## src/cic_pkg.sv

```systemverilog
// ============================================================================
// cic_pkg - shared types and constants for the interpolated clock block
// Beat payloads, controller/datapath command and status groups, constants.
// ============================================================================
`default_nettype none

package cic_pkg;

    localparam int CFG_IDX_W = 3;

    localparam logic [CFG_IDX_W-1:0] REG_MAX_PERIOD     = 3'd0;
    localparam logic [CFG_IDX_W-1:0] REG_PRECISION      = 3'd1;
    localparam logic [CFG_IDX_W-1:0] REG_INSTAB_PCT     = 3'd2;
    localparam logic [CFG_IDX_W-1:0] REG_COUNTER_MASK   = 3'd3;
    localparam logic [CFG_IDX_W-1:0] REG_INITIAL_PERIOD = 3'd4;
    localparam logic [CFG_IDX_W-1:0] REG_INITIAL_SHIFT  = 3'd5;

    localparam logic [62:0] MASK63          = {63{1'b1}};
    localparam logic [63:0] TICKS_PER_SEC   = 64'd10000000;
    localparam logic [62:0] ANOMALY_TICKS   = 63'd100000000;
    // largest counter distance whose product with ticks/s stays below 2^63
    localparam logic [62:0] FREQ_CNT_LIMIT  = 63'd922337203685;

    localparam logic [62:0] RST_MAX_PERIOD  = 63'd1280000000;
    localparam logic [62:0] RST_PRECISION   = 63'd500000;
    localparam logic [6:0]  RST_INSTAB_PCT  = 7'd10;
    localparam logic [62:0] RST_INIT_PERIOD = 63'd10000000;
    localparam logic [5:0]  MAX_SHIFT       = 6'd32;

    typedef struct packed {
        logic [62:0] sys_time;
        logic [62:0] counter_value;
    } in_t;

    typedef struct packed {
        logic [62:0] time_value;
        logic        recalibrated;
        logic        unstable;
        logic        clamped;
    } out_t;

    typedef enum logic [1:0] {
        MS_EST = 2'd0,
        MS_FRQ = 2'd1,
        MS_STB = 2'd2
    } mul_sel_t;

    typedef struct packed {
        logic     lat_in;
        logic     calc;
        logic     first;
        mul_sel_t mul_sel;
        logic     mul_hi;
        logic     mul_en;
        logic     acc_load;
        logic     acc_add;
        logic     est_sat;
        logic     est_add;
        logic     take_est;
        logic     take_st;
        logic     set_recal;
        logic     clr_minmax;
        logic     div1_start;
        logic     div2_start;
        logic     freq_lat;
        logic     scale_lat;
        logic     stb_prep;
        logic     stb_cmp;
        logic     period_upd;
        logic     rebase;
        logic     out_load;
    } cmd_t;

    typedef struct packed {
        logic base_valid;
        logic accept_est;
        logic period_zero;
        logic freq_ok;
        logic expired;
        logic div_busy;
        logic freq_zero;
        logic m_valid;
    } sts_t;

    function automatic logic [5:0] cap_shift(input logic [5:0] s);
        return (s > MAX_SHIFT) ? MAX_SHIFT : s;
    endfunction

    // 100 / pct, with zero treated as one and anything above 100 giving zero
    function automatic logic [6:0] pct_ratio(input logic [6:0] p);
        logic [6:0] k;
        priority if (p <= 7'd1)  k = 7'd100;
        else if (p == 7'd2)      k = 7'd50;
        else if (p == 7'd3)      k = 7'd33;
        else if (p == 7'd4)      k = 7'd25;
        else if (p == 7'd5)      k = 7'd20;
        else if (p == 7'd6)      k = 7'd16;
        else if (p == 7'd7)      k = 7'd14;
        else if (p == 7'd8)      k = 7'd12;
        else if (p == 7'd9)      k = 7'd11;
        else if (p == 7'd10)     k = 7'd10;
        else if (p == 7'd11)     k = 7'd9;
        else if (p == 7'd12)     k = 7'd8;
        else if (p <= 7'd14)     k = 7'd7;
        else if (p <= 7'd16)     k = 7'd6;
        else if (p <= 7'd20)     k = 7'd5;
        else if (p <= 7'd25)     k = 7'd4;
        else if (p <= 7'd33)     k = 7'd3;
        else if (p <= 7'd50)     k = 7'd2;
        else if (p <= 7'd100)    k = 7'd1;
        else                     k = 7'd0;
        return k;
    endfunction

endpackage

`default_nettype wire

```

## src/cic_ctrl.sv

```systemverilog
// ============================================================================
// cic_ctrl - sequencer of the interpolated clock
// One-hot state machine that steps the datapath through estimate and recalibration.
// ============================================================================
`default_nettype none

module cic_ctrl
    import cic_pkg::*;
(
    input  wire logic aclk,
    input  wire logic aresetn,
    input  wire logic s_valid,
    output logic      s_ready,
    input  wire logic m_ready,
    input  wire sts_t sts,
    output cmd_t      cmd
);

    typedef enum logic [17:0] {
        S_IDLE   = 18'h00001,
        S_CALC   = 18'h00002,
        S_MUL0   = 18'h00004,
        S_MUL1   = 18'h00008,
        S_MUL2   = 18'h00010,
        S_EST0   = 18'h00020,
        S_EST1   = 18'h00040,
        S_DECIDE = 18'h00080,
        S_DIV1S  = 18'h00100,
        S_DIV1W  = 18'h00200,
        S_FREQ   = 18'h00400,
        S_DIV2S  = 18'h00800,
        S_DIV2W  = 18'h01000,
        S_SCALE  = 18'h02000,
        S_PREP   = 18'h04000,
        S_STB    = 18'h08000,
        S_REBASE = 18'h10000,
        S_OUT    = 18'h20000
    } state_t;

    state_t   state_reg, state_next;
    mul_sel_t job_reg, job_next;

    always_comb begin
        state_next  = state_reg;
        job_next    = job_reg;
        cmd         = '0;
        cmd.mul_sel = job_reg;
        unique case (state_reg)
            S_IDLE: begin
                if (s_valid) begin
                    cmd.lat_in = 1'b1;
                    state_next = S_CALC;
                end
            end
            S_CALC: begin
                if (!sts.base_valid) begin
                    cmd.first  = 1'b1;
                    state_next = S_OUT;
                end else begin
                    cmd.calc   = 1'b1;
                    job_next   = MS_EST;
                    state_next = S_MUL0;
                end
            end
            S_MUL0: begin
                cmd.mul_en = 1'b1;
                state_next = S_MUL1;
            end
            S_MUL1: begin
                cmd.acc_load = 1'b1;
                cmd.mul_en   = 1'b1;
                cmd.mul_hi   = 1'b1;
                state_next   = S_MUL2;
            end
            S_MUL2: begin
                cmd.acc_add = 1'b1;
                unique case (job_reg)
                    MS_EST:  state_next = S_EST0;
                    MS_FRQ:  state_next = S_DIV1S;
                    MS_STB:  state_next = S_STB;
                    default: state_next = S_IDLE;
                endcase
            end
            S_EST0: begin
                cmd.est_sat = 1'b1;
                state_next  = S_EST1;
            end
            S_EST1: begin
                cmd.est_add = 1'b1;
                state_next  = S_DECIDE;
            end
            S_DECIDE: begin
                priority if (sts.accept_est) begin
                    cmd.take_est = 1'b1;
                    state_next   = S_OUT;
                end else if (sts.period_zero) begin
                    cmd.take_st = 1'b1;
                    state_next  = S_OUT;
                end else begin
                    cmd.take_st    = 1'b1;
                    cmd.set_recal  = 1'b1;
                    cmd.clr_minmax = sts.expired;
                    if (sts.freq_ok) begin
                        job_next   = MS_FRQ;
                        state_next = S_MUL0;
                    end else begin
                        state_next = S_REBASE;
                    end
                end
            end
            S_DIV1S: begin
                cmd.div1_start = 1'b1;
                state_next     = S_DIV1W;
            end
            S_DIV1W: begin
                if (!sts.div_busy) state_next = S_FREQ;
            end
            S_FREQ: begin
                cmd.freq_lat = 1'b1;
                state_next   = sts.freq_zero ? S_REBASE : S_DIV2S;
            end
            S_DIV2S: begin
                cmd.div2_start = 1'b1;
                state_next     = S_DIV2W;
            end
            S_DIV2W: begin
                if (!sts.div_busy) state_next = S_SCALE;
            end
            S_SCALE: begin
                cmd.scale_lat = 1'b1;
                state_next    = S_PREP;
            end
            S_PREP: begin
                cmd.stb_prep = 1'b1;
                job_next     = MS_STB;
                state_next   = S_MUL0;
            end
            S_STB: begin
                cmd.stb_cmp    = 1'b1;
                cmd.period_upd = sts.expired;
                state_next     = S_REBASE;
            end
            S_REBASE: begin
                cmd.rebase = sts.expired;
                state_next = S_OUT;
            end
            S_OUT: begin
                // hold until the output register is free
                if (!sts.m_valid || m_ready) begin
                    cmd.out_load = 1'b1;
                    state_next   = S_IDLE;
                end
            end
            default: state_next = S_IDLE;
        endcase
    end

    always_ff @(posedge aclk) begin
        if (!aresetn) begin
            state_reg <= S_IDLE;
            job_reg   <= MS_EST;
        end else begin
            state_reg <= state_next;
            job_reg   <= job_next;
        end
    end

    assign s_ready = (state_reg == S_IDLE);

endmodule

`default_nettype wire

```

## config.mk

```make
export PLATFORM = sky130hd
export DESIGN_NAME = cic_ctrl
export DESIGN_NICKNAME = d
export VERILOG_FILES = /design/src/cic_pkg.sv /design/src/cic_ctrl.sv
export SDC_FILE = /design/constraint.sdc
export NUM_CORES = 1
export LEC_CHECK = 0
export ABC_CLOCK_PERIOD_IN_PS = 3100
export BUFFER_PORTS_ARGS = -buffer_cell sky130_fd_sc_hd__buf_2
export CELL_PAD_IN_SITES_DETAIL_PLACEMENT = 0
export CELL_PAD_IN_SITES_GLOBAL_PLACEMENT = 1
export CORE_MARGIN = 2
export CORE_UTILIZATION = 41
export DETAILED_ROUTE_END_ITERATION = 10
export PLACE_DENSITY = 0.89
export SLEW_MARGIN = 10
export SYNTH_ARGS = -nofsm -noshare
export SYNTH_HDL_FRONTEND = slang
export SYNTH_SLANG_ARGS = --single-unit
```

## constraint.sdc

```tcl
create_clock -name aclk -period 3.1 [get_ports aclk]
set_input_delay 0.62 -clock aclk [delete_from_list [all_inputs] [get_ports aclk]]
set_output_delay 0.62 -clock aclk [all_outputs]
set_load 0.005 [all_outputs]
```

Word level (Yosys, flattened, before mapping). Index checks and enable logic that the tools add are counted.

Flip-flop bits (word level): 20. Input bits: 12. Logic and storage cells: 76.

Eq/ne operators: 28. Multiplexer cells: 39. Reductions and logical operators: 7.

Operator list (count): 18-bit case mux with 18 select lines (1); 18-bit two-way mux (7); 16-bit case mux with 3 select lines (1); 17-bit two-way mux (2); 18-bit by 1-bit equality test with 1-bit output, second input constant (1); 18-bit by 10-bit equality test with 1-bit output, second input constant (1); 18-bit by 11-bit equality test with 1-bit output, second input constant (1); 18-bit by 12-bit equality test with 1-bit output, second input constant (1); 18-bit by 13-bit equality test with 1-bit output, second input constant (1); 18-bit by 14-bit equality test with 1-bit output, second input constant (1); 18-bit by 15-bit equality test with 1-bit output, second input constant (1); 18-bit by 16-bit equality test with 1-bit output, second input constant (1); 18-bit by 17-bit equality test with 1-bit output, second input constant (1); 18-bit equality test, second input constant (1); 18-bit by 2-bit equality test with 1-bit output, second input constant (1); 18-bit by 3-bit equality test with 1-bit output, second input constant (1); 18-bit by 4-bit equality test with 1-bit output, second input constant (1); 18-bit by 5-bit equality test with 1-bit output, second input constant (1); 18-bit by 6-bit equality test with 1-bit output, second input constant (1); 18-bit by 7-bit equality test with 1-bit output, second input constant (1); 18-bit by 8-bit equality test with 1-bit output, second input constant (1); 18-bit by 9-bit equality test with 1-bit output, second input constant (1); 1-bit two-way mux (18); 2-bit inequality test, second input constant (8); other kinds (13) (19).

Longest topological paths before layout.
Depth in word-level cells: 4. Mapped depth: 7. Mapped depth without buffers: 6.

Least setup slack after synthesis. No wires, ideal clock.

Path kind: register to output. From: reg state_reg[9]. To: out cmd[9] (netlist name). Data arrival time: 1.521 ns. Data required time: 2.480 ns. Setup slack: 0.959 ns. Stages on the path, launching flop included: 6. Cell sequence: dfxtp_1 -> buf_6 -> nor4_4 -> nand3_4 -> nor4_4 -> and2_1.

RTL lines: start: declaration (RTL line cic_ctrl.sv:40) `state_t state_reg, state_next;`; start signal: assignment (RTL line cic_ctrl.sv:163) `state_reg <= state_next;`; end: declaration (RTL line cic_ctrl.sv:16) `output cmd_t cmd`.

==> results_dict.tcl <==
set metrics [dict create \
    synth-compound-area-share_pct 10.32 \
    track_usage_pct 19.02 \
    die_y_um 60.77 \
    drive_gt1_share_pct 33.51 \
    reg2reg_from "state_reg[10]$_SDFFE_PN0P_" \
    cp_max_fo 10 \
    ios 37 \
    clockBufferDepth 2 \
    syn_nets 164 \
    hp-start "job_reg[0]$_SDFFE_PN0P_" \
    synthAdderAreaFrac_pct 0 \
    routed_wirelength_mm 3.164 \
    antenna_cells 0 \
    synth-seq-cells 20 \
    core-area_mm2 0.003053 \
    final_cells 229 \
    p_per_area_mw_per_mm2 413.9 \
    cp-end-kind "output pin" \
    vias 1238 \
    relSlewSlack_pct 64.42 \
    yosysSeqAreaShare_pct 30.30 \
    hp-class "flip-flop to flip-flop" \
    finalHoldViolations 0 \
    cap_viol_max_count 0 \
    multiInputGateArea_um2 829.5 \
    slew_viol_final 0 \
    max_freq_mhz 362.8 \
    synth-async-reset-ratio_pct 0 \
    synthSimpleGateAreaFrac_pct 49.81 \
    cts_tree "yes" \
    firstDrtPassIters 5 \
    crit_chain "nor4_4 > nand3_4 > or2_4 > nor3b_2 > buf_2" \
    ctsRootBufferMaster "clkbuf_4" \
    netlist_area_mm2 0.001321 \
    rows 20 \
    p_leak_nw 0.6671 \
    start_kind "flip-flop" \
    grt_antenna_before_repair 0 \
    seqCellArea_um2 400.4 \
    die_w_um 60.77 \
    overflow 0 \
    die_area_mm2 0.003692 \
    fillers 315 \
    largest_register_ffs 18 \
    arrival_ns 2.14 \
    synthXorXnorAreaFrac_pct 2.652 \
    ant_nets 0 \
    synth_top_family_by_area "simple AND/OR/NAND/NOR gates" \
    fin_area_mm2 0.001544 \
    cts.sinks 20 \
    syn_area_per_cell_um2 8.693 \
    htreeDepth 1 \
    dp.cells 225 \
    status "finished clean" \
    netlist_instances 152 \
    grt_max_degree 13 \
    synth_top_area_share_pct 30.30 \
    yosys-top-cells-area "dfxtp_1 (30%), nor3_1 (5.3%), nor2_1 (4.8%)" \
    cts_hold_buf 0 \
    hpwl_mm 2.539 \
    start_util_pct 43.28 \
    cts_buffers 3 \
    cp_slowest_cell "nor4_4" \
    ys_warn_count 0 \
    rsz0062_at_grt "false" \
    grt_pass1_vias 1099 \
    max_stage_delay_ns 0.46 \
    critPathLaunch "state_reg[9]$_SDFFE_PN0P_" \
    drc_errors 0 \
    synth_top_flop_cell "dfxtp_1" \
    yosysTopAreaCell "dfxtp_1" \
    critPathKind "flip-flop to output pin" \
    synth-edff-count 0 \
    grt_pass1_wl_mm 5.126 \
    setup_viol 0 \
    cts_resized 0 \
    worst-slew-pin-transition_ns 0.5292 \
    min_period_ns 2.757 \
    nets 198 \
    ff2ff_setup_slack_ns 0.87 \
    port_buffers 36 \
    synth_cell_types 48 \
    drtIter0Drc 49 \
    required_ns 2.48 \
    final_util_pct 50.57 \
    clk-insertion-delay-late_ns 0.32 \
    finalClockSkew_ns 0.005955 \
    syn2layout_area_growth_pct 16.86 \
    wire_per_inst_um 13.82 \
    cts_setup_buffers 0 \
    vias_per_cell 5.406 \
    gp_routability_congestion 0.8633 \
    tns_ns 0 \
    place_area_mm2 0.001491 \
    vdd_drop_max_mv 0.2130 \
    clk_pin_slew_ns 0.12 \
    period_share_pct 88.92 \
    synthMuxAreaShare_pct 0 \
]
==> area by class of cell <==
cell class / instances / share of cell area (%)
clock buffers: 3 / 1.459
clock inverters: 1 / 1.945
inverters: 7 / 1.702
multi-input cells: 118 / 53.73
flip-flops and latches: 20 / 25.93
well taps: 44 / 3.566
repair buffers: 36 / 11.67
==> metrics by stage <==
| step | power (mW) | setup slack [ns] | hold slack [ns] |
|---|---|---|---|
| after floorplan | 0.3798 | 0.9586 | 0.4934 |
| after global placement | 0.4219 | 0.7420 | 0.5069 |
| after detailed placement | 0.4239 | 0.7025 | 0.5173 |
| after CTS | 0.6421 | 0.3339 | 0.5378 |
| after global routing | 0.6724 | 0.1905 | 0.5582 |
| final | 0.6391 | 0.3435 | 0.5406 |
==> synthesized netlist by cell type (all sizes together) (4+ instances only) <==
| library cell | n |
|---|---|
| xnor2 | 4 |
| nand3 | 5 |
| nand4 | 5 |
| or2 | 4 |
| inv | 7 |
| buf | 4 |
| nor4b | 5 |
| nor2 | 18 |
| nor3 | 14 |
| nor4 | 9 |
| dfxtp | 20 |
| nand2 | 11 |
| nor3b | 4 |
| nand2b | 5 |
==> report_power, final <==
part | switching [mW] | leakage, nW | total, mW | internal, mW
combinational | 0.0873 | 0.478 | 0.143 | 0.0561
clock | 0.0894 | 0.0279 | 0.220 | 0.131
sequential | 0.0109 | 0.162 | 0.275 | 0.265
==> kinds of logic after synthesis <==
family	count (synthesis)
AOI/OAI and AO/OA	18
xor gates and xnor gates	4
buffers and inverters	14
DFF	20
and+or+nand+nor	96
==> metal layers <==
| metal | part of all wire [%] | track usage [%] | routed length, µm |
|---|---|---|---|
| met1 | 45 | 24.94 | 1411 |
| met2 | 47 | 30.88 | 1500 |
| met3 | 5.5 | 3.412 | 174 |
| met4 | 2.5 | 7.764 | 78 |
| met5 | 0 | 0 | 0 |
==> path summary, 6_finish.rpt <==
kind	depth (start not counted)	end
min reg2reg	1	state_reg[15]$_SDFFE_PN0P_
min	1	state_reg[15]$_SDFFE_PN0P_
max reg2reg	6	state_reg[13]$_SDFFE_PN0P_
max	5	cmd[7]
==> critical path, delay by kind of cell (launching register included) <==
| kind | cells | cell delay, ns |
|---|---|---|
| DFF | 1 | 0.42 |
| and+or+nand+nor | 4 | 1.24 |
| buffers and inverters | 1 | 0.15 |
==> layout by cell type (no fill, tap or decap), types with 2 or more instances in the layout <==
cell type and n:
nor2_1 17, o21a_1 2, nand3_1 3, nand4_1 5
inv_1 7, nor2b_1 3, a21oi_1 3, or2_2 3
nor3b_1 2, nand2_1 11, clkbuf_4 3, and2_1 3
o21ai_0 2, nor4_2 3, dfxtp_1 20, nor4_4 3
and3_2 2, nor4b_1 4, buf_2 36, nor4_1 3
and4_1 2, a31oi_1 2, xnor2_1 4, nand3b_1 2
nor3_1 14, nand2b_1 5
Note: power is estimated with default switching activity, not from simulation.
